`config.mk`:
```
export PLATFORM = sky130hd
export DESIGN_NAME = fifo_with_indexed_remove_flat
export DESIGN_NICKNAME = d
export VERILOG_FILES = /design/src/sv/fwir_pkg.sv /design/src/sv/fwir_in_if.sv /design/src/sv/fwir_out_if.sv /design/src/sv/fwir_cell.sv /design/src/sv/fifo_with_indexed_remove.sv /design/src/flat_wrapper.sv
export SDC_FILE = /design/constraint.sdc
export NUM_CORES = 1
export LEC_CHECK = 0
export ABC_AREA = 0
export ABC_CLOCK_PERIOD_IN_PS = 8200
export BUFFER_PORTS_ARGS = -buffer_cell sky130_fd_sc_hd__buf_4
export CELL_PAD_IN_SITES_DETAIL_PLACEMENT = 2
export CELL_PAD_IN_SITES_GLOBAL_PLACEMENT = 2
export CORE_MARGIN = 2
export CORE_UTILIZATION = 46
export CTS_CLUSTER_DIAMETER = 150
export CTS_CLUSTER_SIZE = 8
export DETAILED_ROUTE_END_ITERATION = 6
export PLACE_DENSITY_LB_ADDON = 0.1
export RECOVER_POWER = 25
export SYNTH_ARGS = -nofsm -noshare
export SYNTH_HDL_FRONTEND = slang
export SYNTH_SLANG_ARGS = --single-unit
```
`constraint.sdc`:
```
create_clock -name clk -period 8.2 [get_ports clk]
set_input_delay 1.64 -clock clk [delete_from_list [all_inputs] [get_ports clk]]
set_output_delay 1.64 -clock clk [all_outputs]
set_load 0.03 [all_outputs]
```
`src/sv/fwir_pkg.sv`:
```
// Package: sizes, opcode and status codes, and cell control type for the indexed-remove FIFO.
package fwir_pkg;

  localparam int DEPTH      = 16;
  localparam int DATA_WIDTH = 32;

  localparam int OPC_W  = 2;
  localparam int POS_W  = 4;
  localparam int WORD_W = 32;
  localparam int STAT_W = 2;
  localparam int OCC_W  = 5;

  localparam int CNT_W = $clog2(DEPTH + 1);
  localparam int SEL_W = (CNT_W > POS_W) ? CNT_W : POS_W;

  typedef enum logic [OPC_W-1:0] {
    OP_ENQ    = 2'd0,
    OP_DEQ    = 2'd1,
    OP_READ   = 2'd2,
    OP_REMOVE = 2'd3
  } op_t;

  typedef enum logic [STAT_W-1:0] {
    ST_OK    = 2'd0,
    ST_EMPTY = 2'd1,
    ST_FULL  = 2'd2
  } status_t;

  typedef struct packed {
    logic shift;
    logic load;
  } cell_ctl_t;

endpackage

```
`src/sv/fwir_in_if.sv`:
```
// Interface: input channel carrying one operation word.
interface fwir_in_if import fwir_pkg::*; ();
  logic              valid;
  logic              ready;
  logic [OPC_W-1:0]  opcode;
  logic [POS_W-1:0]  position;
  logic [WORD_W-1:0] data_in;

  modport source (output valid, opcode, position, data_in, input ready);
  modport sink   (input valid, opcode, position, data_in, output ready);
endinterface

```
`src/sv/fwir_out_if.sv`:
```
// Interface: result channel carrying one result word.
interface fwir_out_if import fwir_pkg::*; ();
  logic              valid;
  logic              ready;
  logic [WORD_W-1:0] data_out;
  logic [STAT_W-1:0] status;
  logic [OCC_W-1:0]  occupancy;

  modport source (output valid, data_out, status, occupancy, input ready);
  modport sink   (input valid, data_out, status, occupancy, output ready);
endinterface

```
`src/sv/fwir_cell.sv`:
```
// Storage cell: one queue slot that loads a new word or takes its right neighbor's word.
module fwir_cell import fwir_pkg::*; (
  input  logic                  clk,
  input  cell_ctl_t             ctl,
  input  logic [DATA_WIDTH-1:0] right_d,
  input  logic [DATA_WIDTH-1:0] load_d,
  output logic [DATA_WIDTH-1:0] q
);

  logic [DATA_WIDTH-1:0] data_r;
  logic [DATA_WIDTH-1:0] data_nxt;

  always_comb begin
    data_nxt = data_r;
    if (ctl.load) begin
      data_nxt = load_d;
    end else if (ctl.shift) begin
      data_nxt = right_d;
    end
  end

  always_ff @(posedge clk) begin
    data_r <= data_nxt;
  end

  assign q = data_r;

endmodule

```
`src/sv/fifo_with_indexed_remove.sv`:
```
// Top level: bounded FIFO with read and remove by position, built as a row of shifting cells.
//
// Usage:
//   in_ch carries one operation per word: enqueue, dequeue, read at position
//   or remove at position (position counted from the head, 0 = head).
//   out_ch returns exactly one result word per operation: the data word
//   (zero for enqueue and for refused operations), a status (ok, empty or
//   invalid position, full) and the occupancy after the operation.
//   The result is valid in the cycle after acceptance. Throughput is one
//   operation per cycle unless out_ch stalls: the whole queue sits in a row of
//   cells, and a dequeue or remove closes the gap in the same cycle by having
//   every cell at or after the removed slot take its right neighbor's word.
//   The read data comes from a position-selected mux over the cells.
//   Reset clears the entry count and the result valid flag; cell contents are
//   not cleared and are never returned before being written.
//   When out_ch stalls, the pending result holds in the output register and
//   in_ch.ready drops until the result is taken.
module fifo_with_indexed_remove import fwir_pkg::*; (
  input logic       clk,
  input logic       rst_n,
  fwir_in_if.sink   in_ch,
  fwir_out_if.source out_ch
);

  logic [DATA_WIDTH-1:0] cell_q [DEPTH];
  cell_ctl_t             cell_ctl [DEPTH];

  logic [CNT_W-1:0]  count_r;
  logic [CNT_W-1:0]  count_nxt;
  logic              out_valid_r;
  logic              out_valid_nxt;
  logic [WORD_W-1:0] out_data_r;
  logic [STAT_W-1:0] out_status_r;
  logic [OCC_W-1:0]  out_occ_r;

  logic                  in_fire;
  op_t                   op;
  logic [SEL_W-1:0]      pos_w;
  logic [SEL_W-1:0]      cnt_w;
  logic [SEL_W-1:0]      shift_from;
  logic                  pos_ok;
  logic                  do_shift;
  logic                  do_load;
  logic [DATA_WIDTH-1:0] rd_data;
  logic [DATA_WIDTH-1:0] enq_data;
  logic [WORD_W-1:0]     res_data;
  status_t               res_status;

  assign in_fire  = in_ch.valid && in_ch.ready;
  assign op       = op_t'(in_ch.opcode);
  assign pos_w    = SEL_W'(in_ch.position);
  assign cnt_w    = SEL_W'(count_r);
  assign pos_ok   = pos_w < cnt_w;
  assign enq_data = DATA_WIDTH'(in_ch.data_in);

  always_comb begin
    rd_data = '0;
    for (int i = 0; i < DEPTH; i++) begin
      if (pos_w == SEL_W'(i)) begin
        rd_data = cell_q[i];
      end
    end
  end

  always_comb begin
    count_nxt  = count_r;
    res_data   = '0;
    res_status = ST_OK;
    do_shift   = 1'b0;
    do_load    = 1'b0;
    shift_from = pos_w;
    case (op)
      OP_ENQ: begin
        if (count_r == CNT_W'(DEPTH)) begin
          res_status = ST_FULL;
        end else begin
          do_load   = 1'b1;
          count_nxt = count_r + CNT_W'(1);
        end
      end
      OP_DEQ: begin
        shift_from = '0;
        if (count_r == '0) begin
          res_status = ST_EMPTY;
        end else begin
          res_data  = WORD_W'(cell_q[0]);
          do_shift  = 1'b1;
          count_nxt = count_r - CNT_W'(1);
        end
      end
      OP_READ, OP_REMOVE: begin
        if (!pos_ok) begin
          res_status = ST_EMPTY;
        end else begin
          res_data = WORD_W'(rd_data);
          if (op == OP_REMOVE) begin
            do_shift  = 1'b1;
            count_nxt = count_r - CNT_W'(1);
          end
        end
      end
      default: begin
        res_status = ST_EMPTY;
      end
    endcase
  end

  for (genvar g = 0; g < DEPTH; g++) begin : g_cell
    assign cell_ctl[g].shift = in_fire && do_shift && (SEL_W'(g) >= shift_from);
    assign cell_ctl[g].load  = in_fire && do_load && (CNT_W'(g) == count_r);

    fwir_cell u_cell (
      .clk     (clk),
      .ctl     (cell_ctl[g]),
      .right_d ((g == DEPTH - 1) ? cell_q[g] : cell_q[(g == DEPTH - 1) ? g : g + 1]),
      .load_d  (enq_data),
      .q       (cell_q[g])
    );
  end

  assign in_ch.ready   = !out_valid_r || out_ch.ready;
  assign out_valid_nxt = in_fire || (out_valid_r && !out_ch.ready);

  always_ff @(posedge clk) begin
    if (!rst_n) begin
      count_r     <= '0;
      out_valid_r <= 1'b0;
    end else begin
      out_valid_r <= out_valid_nxt;
      if (in_fire) begin
        count_r <= count_nxt;
      end
    end
  end

  always_ff @(posedge clk) begin
    if (in_fire) begin
      out_data_r   <= res_data;
      out_status_r <= res_status;
      out_occ_r    <= OCC_W'(count_nxt);
    end
  end

  assign out_ch.valid     = out_valid_r;
  assign out_ch.data_out  = out_data_r;
  assign out_ch.status    = out_status_r;
  assign out_ch.occupancy = out_occ_r;

  a_count_bound: assert property (@(posedge clk) disable iff (!rst_n)
    count_r <= CNT_W'(DEPTH))
    else $error("entry count above depth");

  a_refused_holds: assert property (@(posedge clk) disable iff (!rst_n)
    in_fire && (res_status != ST_OK) |=> count_r == $past(count_r))
    else $error("refused operation changed the count");

  a_refused_zero: assert property (@(posedge clk) disable iff (!rst_n)
    out_valid_r && (out_status_r != ST_OK) |-> out_data_r == '0)
    else $error("refused operation returned nonzero data");

  a_full_flag: assert property (@(posedge clk) disable iff (!rst_n)
    in_fire && (op == OP_ENQ) && (count_r == CNT_W'(DEPTH)) |=> out_status_r == ST_FULL)
    else $error("enqueue on full queue not flagged");

  a_occ_matches: assert property (@(posedge clk) disable iff (!rst_n)
    $past(in_fire) |-> out_occ_r == OCC_W'(count_r))
    else $error("reported occupancy differs from count");

endmodule
```
`src/flat_wrapper.sv`:
```
// flat-port wrapper written by rule: the top's interface ports become plain ports
module fifo_with_indexed_remove_flat import fwir_pkg::*;
  (clk, rst_n, in_ch_valid, in_ch_opcode, in_ch_position, in_ch_data_in, in_ch_ready, out_ch_valid, out_ch_data_out, out_ch_status, out_ch_occupancy, out_ch_ready);
  fwir_in_if in_ch_i ();
  fwir_out_if out_ch_i ();
  input logic clk;
  input logic rst_n;
  input wire logic [$bits(in_ch_i.valid)-1:0] in_ch_valid;
  input wire logic [$bits(in_ch_i.opcode)-1:0] in_ch_opcode;
  input wire logic [$bits(in_ch_i.position)-1:0] in_ch_position;
  input wire logic [$bits(in_ch_i.data_in)-1:0] in_ch_data_in;
  output wire logic [$bits(in_ch_i.ready)-1:0] in_ch_ready;
  output wire logic [$bits(out_ch_i.valid)-1:0] out_ch_valid;
  output wire logic [$bits(out_ch_i.data_out)-1:0] out_ch_data_out;
  output wire logic [$bits(out_ch_i.status)-1:0] out_ch_status;
  output wire logic [$bits(out_ch_i.occupancy)-1:0] out_ch_occupancy;
  input wire logic [$bits(out_ch_i.ready)-1:0] out_ch_ready;
  assign in_ch_i.valid = in_ch_valid;
  assign in_ch_i.opcode = in_ch_opcode;
  assign in_ch_i.position = in_ch_position;
  assign in_ch_i.data_in = in_ch_data_in;
  assign in_ch_ready = in_ch_i.ready;
  assign out_ch_valid = out_ch_i.valid;
  assign out_ch_data_out = out_ch_i.data_out;
  assign out_ch_status = out_ch_i.status;
  assign out_ch_occupancy = out_ch_i.occupancy;
  assign out_ch_i.ready = out_ch_ready;
  fifo_with_indexed_remove u_core (.clk(clk), .rst_n(rst_n), .in_ch(in_ch_i), .out_ch(out_ch_i));
endmodule
```
* Word-level counts from Yosys, hierarchy flattened
Index checks and enable logic that the tools add are counted.
** Storage, ports and cells
- Bits in registers :: 557
- Latch bits :: 0
- RAM bits :: 0
- Memory bits (read-only) :: 0
- Input bits :: 42
- Output and inout bits :: 41
- Logic and storage cells :: 196
- Memories :: 0
** Operators by class
- Add/subtract/negate cells :: 2
- $mul :: 0
- Div/mod/pow operators :: 0
- $lt $le $gt $ge :: 16
- Equal/unequal tests :: 34
- Shift operators :: 0
- Multiplexer cells :: 65
- Bitwise operators :: 0
- Reductions and logical operators :: 58
** Operators by type and width (count)
- $mux W32 :: 48
- $pmux W32 S2 :: 1
- $eq A4 B5 Y1 const A :: 8
- $logic_and A1 B1 Y1 :: 35
- $eq A4 B4 Y1 const B :: 8
- $reduce_bool A2 Y1 :: 15
- $ge A4 B4 Y1 const A :: 7
- $eq A3 B5 Y1 const A :: 4
- $mux W5 :: 4
- $eq A4 B3 Y1 const B :: 4
- $ge A3 B4 Y1 const A :: 4
- $pmux W5 S3 :: 1
- $eq A2 B5 Y1 const A :: 2
- $logic_not A5 Y1 :: 2
- $eq A4 B2 Y1 const B :: 2
- $ge A1 B4 Y1 const A :: 2
- $ge A2 B4 Y1 const A :: 2
- $mux W1 :: 7
- $pmux W2 S3 :: 1
- $add A5 B1 Y5 const B :: 1
- $eq A1 B5 Y1 const A :: 1
- $eq A5 B5 Y1 const B :: 1
- $lt A4 B5 Y1 :: 1
- $sub A5 B1 Y5 const B :: 1
- other kinds (10) :: 13

* Logic depth before layout (Yosys ltp)
Gate-level depths: netlist of run 1.
- Depth in word-level cells :: 19
- Depth in mapped cells :: 11
- Gate-level depth less buffers :: 8

* By module
From an unflattened synthesis of run 1, not the netlist that was laid out.
** Second synthesis, totals
- Cell total of the unflattened synthesis :: 2080
- Area total of the unflattened synthesis :: 31627.8 sq um
** Modules (own cells, without submodules)
- fwir_cell :: instances 16, cells an instance 69, area each 1507.7 sq um, seq. area each 960.9 sq um
- fifo_with_indexed_remove :: instances 1, cells an instance 976, area each 7504.7 sq um, seq. area each 1291.2 sq um

* Worst setup path before layout of run 1
No wires, ideal clock.
- Kind :: in2reg
- Start :: input out_ch_ready
- End :: register u_core.g_cell[2].u_cell.data_r[0], enable pin
- Library setup time :: 0.466 ns
- Arrival time :: 6.262 ns
- Data required time :: 7.734 ns
- Setup slack :: 1.473 ns
- Stages on the path :: 6
- Buffers on the path :: 2
- Path through :: nand2b_1 -> and2_1 -> clkbuf_1 -> nand2_1 -> clkbuf_1 -> o21ai_0
** Between the ends
- Word-level cells in the longest chain between the ends :: 5
- Elaborated cells on any way between the ends :: 7
- Those cells by class :: reduce/logical (7)
** Ends and longest elaborated chain
- start, declared :: RTL line flat_wrapper.sv:17 : input wire logic [$bits(out_ch_i.ready)-1:0] out_ch_ready;
- $logic_or A1 B1 Y1 (*) :: RTL line fifo_with_indexed_remove.sv:121 : assign in_ch.ready = !out_valid_r || out_ch.ready;
- $logic_and A1 B1 Y1 (*) :: RTL line fifo_with_indexed_remove.sv:49 : assign in_fire = in_ch.valid && in_ch.ready;
- net u_core.in_fire :: RTL line fifo_with_indexed_remove.sv:36 : logic in_fire;
- $logic_and A1 B1 Y1, on equally long branches (2 in a row) :: RTL line fifo_with_indexed_remove.sv:110, fifo_with_indexed_remove.sv:109
- $reduce_bool A2 Y1 (no line) (*)
- end signal, assigned :: RTL line fwir_cell.sv:23 : data_r <= data_nxt;
- end, declared :: RTL line fwir_cell.sv:10 : logic [DATA_WIDTH-1:0] data_r;
The timed path passes the listed nets; every way through them passes the cells marked *.
A chain may end at the register's enable or synchronous reset.

* Worst setup path after layout of run 1
- Start :: register u_core.count_r[0], in the netlist u_core.cnt_w[0]
- End :: register u_core.g_cell[1].u_cell.data_r[13], enable pin
** Between the ends
- Word-level cells in the longest chain between the ends :: 6
- Elaborated cells on any way between the ends :: 14
- Those cells by class :: order compare (1); eq/ne (2); mux (5); reduce/logical (6)
** Ends and longest elaborated chain
- start, declared :: RTL line fifo_with_indexed_remove.sv:28 : logic [CNT_W-1:0] count_r;
- start signal, assigned :: RTL line fifo_with_indexed_remove.sv:131 : count_r <= count_nxt;
- $lt A4 B5 Y1 (tied with other cells) :: RTL line fifo_with_indexed_remove.sv:53 : assign pos_ok = pos_w < cnt_w;
- $mux W1, on equally long branches :: RTL line fifo_with_indexed_remove.sv:92, fifo_with_indexed_remove.sv:74, fifo_with_indexed_remove.sv:83
- $pmux W1 S2 / $mux W1 (equally long branches) :: RTL line fifo_with_indexed_remove.sv:72 : case (op)
- $logic_and A1 B1 Y1, on equally long branches (2 in a row) :: RTL line fifo_with_indexed_remove.sv:109, fifo_with_indexed_remove.sv:110
- $reduce_bool A2 Y1 (no line) (*)
- end signal, assigned :: RTL line fwir_cell.sv:23
- end, declared :: RTL line fwir_cell.sv:10
Mark *: on every way between the ends. The rest lies on a longest branch, timed or not.

==> impl_metrics.csv, run 1 <==
group,metric,value,unit
routing,detail-route-antenna-nets,0,
floorplan,core_area,0.0616,mm^2
status,violations,"max-capacitance violations, max-slew violations",
setup_path,startpoint,"u_core.cnt_w[0]",
place,dpl.hpwl,71000,um
logic_synthesis,synth_compound_area_share,9.91,%
layout,final_core_util,51.8,%
layout,drive_gt1_share,27.8,%
logic_synthesis,synth_fa_ha_area_share,0.393,%
floorplan,row_count,91,
routing,met1_length,48000,um
min_path,hold_path.class,"flip-flop to flip-flop",
sta,fmax,148,MHz
setup_path,critPathArrivalTime,7.06,ns
place,gp_congestion,0.882,
clock_network,cts_sinks,557,
pwr,power_density,220,mW/mm^2
flow_run,maxCapViolCount,6,
routing,drt-total-wl,114000,um
routing,via_per_inst,6.89,
layout,final_nets,2169,
sta,drv_slew,184,
sta,skew,0.0205,ns
logic_synthesis,synth_nets,2125,
place,pre_cts_ws,1.99,ns
clock_network,insertion_delay,0.64,ns
setup_path,cp_cell_sequence,"inv_1 > ha_1 > nor3b_1 > a21boi_2 > and3_1 > nand3_2 > clkbuf_1 > o21ai_4 > buf_4",
logic_synthesis,seq_area_frac_synth,58.2,%
floorplan,dieArea,0.0643,mm^2
layout,design_area,0.0319,mm^2
logic_synthesis,synth_top_family_by_area,"multiplexers",
sta,slew_headroom,-151,%
clock_network,cts_buffer_depth,3,
routing,wl_met3,9480,um
logic_synthesis,synth_xor_area_share,0.0918,%
layout,final_cells,2967,
logic_synthesis,synth_cell_types,67,
logic_synthesis,synth_simple_gate_area_share,4.71,%
clock_network,cts_tree,"built",
sta,timing.hold.ws,0.568,ns
sta,rsz0062_at_grt,"no",
global_route,grt_util_all_layers,35.5,%
layout,final_cell_mix,"551 x edfxtp_1, 377 x mux2_2, 122 x a21oi_1, 122 x mux2_1, 110 x o21ai_0",
setup_path,worst_path_dominant_cell_family,"buffers and inverters",
pwr,p_total,7.02,mW
setup_path,critPathCaptureType,"flip-flop",
logic_synthesis,ys_async_sr_fraction,0,%
setup_path,critical_path_class,"flip-flop to flip-flop",
sta,final.period_utilization,82.4,%
global_route,antenna_found_initial,3,
setup_path,worst-path-buf-inv,3,
setup_path,cp.required,8.51,ns
global_route,grt_pass1_vias,21554,
logic_synthesis,ys_ff_latch,557,
logic_synthesis,syn_avg_cell_area,13.8,um^2
clock_network,cts_made_buffers,79,
pwr,vdd_drop_max,154,uV
clock_network,clk_pin_slew,0.05,ns
logic_synthesis,synth-edff-count,551,
clock_network,cts_hold_buf,0,
global_route,grt_pass1_wl,162000,um
min_path,timing.hold.worst.start,"u_core.out_ch.valid",
routing,remaining_drc_errors,0,
place,placed_area,0.0301,mm^2
layout,area_growth,11.4,%
setup_path,cp_max_fo,33,
setup_path,max_stage_delay,2.37,ns
layout,fill_cells,5766,
floorplan,start_util,46.5,%
sta,finalCriticalPeriod,6.75,ns
pwr,p_leak,10.6,nW
setup_path,startpoint_type,"flip-flop",
layout,layout_commonest_cell,"edfxtp_1",
routing,dr.pass1.iters,7,
logic_synthesis,syn_inst,2074,
logic_synthesis,synth_mux_area_share,23.3,%
clock_network,post-cts-setup-buffer-count,0,
clock_network,cts-root-buf,"clkbuf_16",
logic_synthesis,synth-warning-count,0,
sta,hold_viol,0,
logic_synthesis,ys.flop_type,"edfxtp_1",
sta,setup_tns,0,ns
routing,highest_layer,"met5",
global_route,grt_start_max_net_pins,55,
clock_network,cts_max_level,3,
status,outcome,"complete, but fails checks",
setup_path,slowest_stage,"clkbuf_1",
sta,setup-violations-final,0,
routing,wl_per_cell,38.3,um
sta,setup_slack,1.45,ns
routing,vias,20439,
place,dp.cells,2874,
floorplan,fp.dieW,254,um
floorplan,io-pin-count,83,
setup_path,r2r-start,"u_core.cnt_w[0]",
global_route,grt_overflow,0,
place,io_buffers,82,
clock_network,cts_resized,0,
routing,wl_met2,51900,um
sta,tightest_slew,3.77,ns
floorplan,dieHeight,254,um
logic_synthesis,synth_area,0.0286,mm^2
routing,drt_iter0_drc,2350,
## worst reg2reg max path, cell delays in order, from the launching register on
cell      delay [ns]
dfxtp_1         0.42
inv_1           0.23
ha_1            0.38
nor3b_1         1.15
a21boi_2        0.29
and3_1          0.41
nand3_2         0.12
clkbuf_1        2.37
o21ai_4         0.50
buf_4           0.53
## worst paths after layout
kind                                   endpoint  slack [ns]  cells after the start
hold / removal              u_core.out_ch.valid        0.57                      2
setup / recovery  u_core.g_cell[1].u_cell.q[13]        1.45                      9
hold reg to reg             u_core.out_ch.valid        0.57                      2
setup reg to reg  u_core.g_cell[1].u_cell.q[13]        1.45                      9
## cell usage after synthesis (9+ instances only)
library cell	n	area, um^2
edfxtp_1	551	16500
mux2_2	385	4340
a21oi_1	123	616
o21ai_0	121	606
mux2_1	114	1280
clkbuf_1	99	372
nor2_1	87	327
nand2_1	80	300
mux2i_1	66	661
buf_2	49	245
a22oi_1	33	248
nor3_1	25	125
o22ai_1	25	156
buf_6	22	248
nand3_1	21	105
mux4_2	18	405
a22o_1	17	149
nor2b_1	14	87.6
and3_1	13	81.3
inv_1	13	48.8
nand2b_1	13	81.3
o221ai_1	13	114
a211oi_1	12	90.1
o32ai_1	11	96.3
a21o_1	10	75.1
buf_1	9	33.8
ha_1	9	113
## flip-flops by register name, indices dropped and copies added, names as in the netlist
signal / flops
u_core.cnt_w: 5
u_core.g_cell.u_cell.q: 512
u_core.out_ch.data_out: 32
u_core.out_ch.occupancy: 5
u_core.out_ch.status: 2
u_core.out_ch.valid: 1
## routing by layer
metal | up-vias | global-route usage, %
met1 | 10968 | 48.8
met3 | 228 | 7.31
met2 | 1089 | 56.0
met4 | 2 | 12.4
li1 | 8152 | -
met5 | - | 0
## report_power, final
part / switching (mW) / internal (mW) / total [mW]
Sequential: 0.0697 / 3.25 / 3.32
Combinational: 0.517 / 0.208 / 0.726
Clock: 1.25 / 1.73 / 2.98
Total: 1.83 / 5.19 / 7.02
## logic make-up after synthesis
kind of cell / after synthesis
AOI/OAI and AO/OA: 446
DFF: 557
and+or+nand+nor: 282
buffers and inverters: 194
muxes: 583
adders and majority gates: 9
xor gates and xnor gates: 3
## layout make-up
type | instances | area [um^2] | share of cell area, %
diodes | 1 | 2.50 | 0.00784
clock inverters | 7 | 90.1 | 0.282
inverters | 14 | 52.6 | 0.165
repair buffers | 143 | 792 | 2.48
clock buffers | 85 | 2020 | 6.33
flip-flops and latches | 557 | 16700 | 52.2
multi-input cells | 1323 | 11200 | 35.2
well taps | 837 | 1050 | 3.28
Power figures use the tool's default switching activity.
==> inputs of run 2 (changes only) <==
- ABC_CLOCK_PERIOD_IN_PS: 8200 -> 6600
- clock period: 8.2 -> 6.6 ns (I/O delays scaled with it)
==> impl_metrics.csv, run 2 (synthesis results as in run 1) <==
group,metric,value,unit
routing,detail-route-antenna-nets,0,
setup_path,startpoint_type,"flip-flop",
pwr,power_frac_comb,10.4,%
sta,hold_viol,0,
setup_path,critical_path_class,"flip-flop to flip-flop",
sta,skew,0.0203,ns
layout,final_cell_mix,"551 x edfxtp_1, 384 x mux2_2, 123 x a21oi_1",
layout,area_growth,11.7,%
clock_network,insertion_delay,0.64,ns
setup_path,cp_cell_sequence,"inv_1 > ha_1 > nor3b_1 > a21oi_1 > clkbuf_1 > nand2_1 > o21ai_0",
setup_path,startpoint,"u_core.cnt_w[0]",
sta,final.period_utilization,84.7,%
setup_path,worst_path_dominant_cell_family,"compound AO/OA/AOI/OAI gates",
clock_network,cts_max_level,3,
pwr,power_density,274,mW/mm^2
layout,final_core_util,51.9,%
floorplan,start_util,46.5,%
min_path,holdPathStages,2,
setup_path,r2r_setup_slack,1.01,ns
routing,via_per_inst,6.91,
setup_path,critPathCaptureType,"flip-flop",
clock_network,cts_sinks,557,
layout,largest_reg_flops,512,
global_route,grt_start_max_net_pins,50,
setup_path,crit_end,"u_core.out_ch.data_out[13]",
pwr,clkPwrFrac,42.5,%
flow_run,maxCapViolCount,8,
setup_path,worst-path-buf-inv,2,
pwr,vdd_drop_max,176,uV
global_route,grt_util_all_layers,36.0,%
sta,rsz0062_at_grt,"no",
layout,multi_input_area,0.0112,mm^2
setup_path,max_stage_delay,2.11,ns
sta,timing.hold.ws,0.529,ns
sta,fmax,179,MHz
place,gp_congestion,0.824,
global_route,antenna_found_initial,2,
floorplan,core_area,0.0616,mm^2
routing,wl_per_cell,39.0,um
pwr,p_leak,10.7,nW
sta,finalCriticalPeriod,5.59,ns
floorplan,io-pin-count,83,
status,outcome,"complete, but fails checks",
floorplan,fp.dieW,254,um
sta,drv_slew,156,
clock_network,cts_made_buffers,79,
pwr,swShare,26.2,%
pwr,share_seq_of_total_power,47.1,%
clock_network,cts_resized,0,
layout,layout_commonest_cell,"edfxtp_1",
routing,vias,20492,
routing,drt_iter0_drc,2267,
clock_network,cts_tree,"built",
clock_network,post-cts-setup-buffer-count,0,
pwr,switchingPower,2.29,mW
setup_path,cp.required,6.96,ns
clock_network,cts_buffer_depth,3,
clock_network,cts_hold_buf,0,
routing,drt-total-wl,116000,um
floorplan,dieArea,0.0643,mm^2
layout,regArea,0.0167,mm^2
routing,dr.pass1.iters,5,
floorplan,dieHeight,254,um
floorplan,row_count,91,
setup_path,critPathArrivalTime,5.95,ns
place,dpl.hpwl,70300,um
global_route,grt_pass1_vias,21851,
sta,slew_headroom,-109,%
sta,tightest_slew,3.14,ns
status,violations,"max-capacitance violations, max-slew violations",
setup_path,r2r-end,"u_core.out_ch.data_out[13]",
routing,remaining_drc_errors,0,
sta,setup-violations-final,0,
clock_network,clk_pin_slew,0.05,ns
layout,drive_gt1_share,28.0,%
place,io_buffers,82,
setup_path,cp_max_fo,18,
setup_path,cp.depth,7,
sta,setup_tns,0,ns
clock_network,cts-root-buf,"clkbuf_16",
pwr,p_int,6.47,mW
setup_path,r2r-start,"u_core.cnt_w[0]",
layout,fill_cells,5757,
global_route,grt_pass1_wl,164000,um
setup_path,r2r_cells,7,
min_path,hold_path.class,"flip-flop to flip-flop",
layout,final_nets,2170,
setup_path,slowest_stage,"a21oi_1",
pwr,p_total,8.76,mW
global_route,grt_overflow,0,
==> run 2: cell count changes in the layout (fill, tap and decap cells not counted), moves of 2 or more <==
cell      delta
and3_1       +3
and3_2       -3
buf_12       +9
buf_4        -7
clkbuf_1     -2
inv_6        -2
mux2_1       -7
mux2_2       +7
==> run 2: final cells by class <==
class	count	area share, %
diodes	2	0.0156
clock buffers	86	6.39
clock inverters	4	0.133
inverters	14	0.164
multi-input cells	1323	35.1
flip-flops and latches	557	52.1
well taps	837	3.27
repair buffers	144	2.87
==> run 2: worst register-to-register path, cell delays in order, from the launching register on <==
cell,delay (ns)
dfxtp_1,0.56
inv_1,0.22
ha_1,0.38
nor3b_1,0.30
a21oi_1,2.11
clkbuf_1,1.32
nand2_1,0.17
o21ai_0,0.27
==> run 2: power by group through the flow <==
stage	logic, mW	registers (mW)	clock network (mW)
after floorplan	0.462	4.20	0
after global placement	0.882	4.18	0
after detailed placement	0.918	4.19	0
after CTS	0.929	4.12	3.75
after global routing	0.947	4.13	3.86
final	0.913	4.13	3.72
==> run 2: through the flow <==
| step | setup WS (ns) | cells | area [um^2] |
|---|---|---|---|
| after detailed placement | 1.06 | 2875 | 30200 |
| after floorplan | 0.193 | 2074 | 28600 |
| after global routing | 0.944 | 2965 | 32000 |
| after global placement | 1.19 | 2875 | 30200 |
| after CTS | 1.68 | 2965 | 32300 |
| final | 1.01 | 2967 | 32000 |
==> run 2: metal layers <==
metal / part of all wire, % / track usage (%)
met1: 41 / 49.2
met4: 4.2 / 14.9
met3: 7.7 / 5.45
met2: 47 / 57.5
met5: 0.0095 / 0
==> run 2: worst min-delay path by stage <==
| stage | to | from |
|---|---|---|
| after floorplan | u_core.out_ch.data_out[1] | u_core.g_cell[0].u_cell.q[1] |
| after global placement | u_core.out_ch.valid | u_core.out_ch.valid |
| after detailed placement | u_core.out_ch.valid | u_core.out_ch.valid |
| after CTS | u_core.out_ch.valid | u_core.out_ch.valid |
| after global routing | u_core.out_ch.valid | u_core.out_ch.valid |
| final | u_core.out_ch.valid | u_core.out_ch.valid |
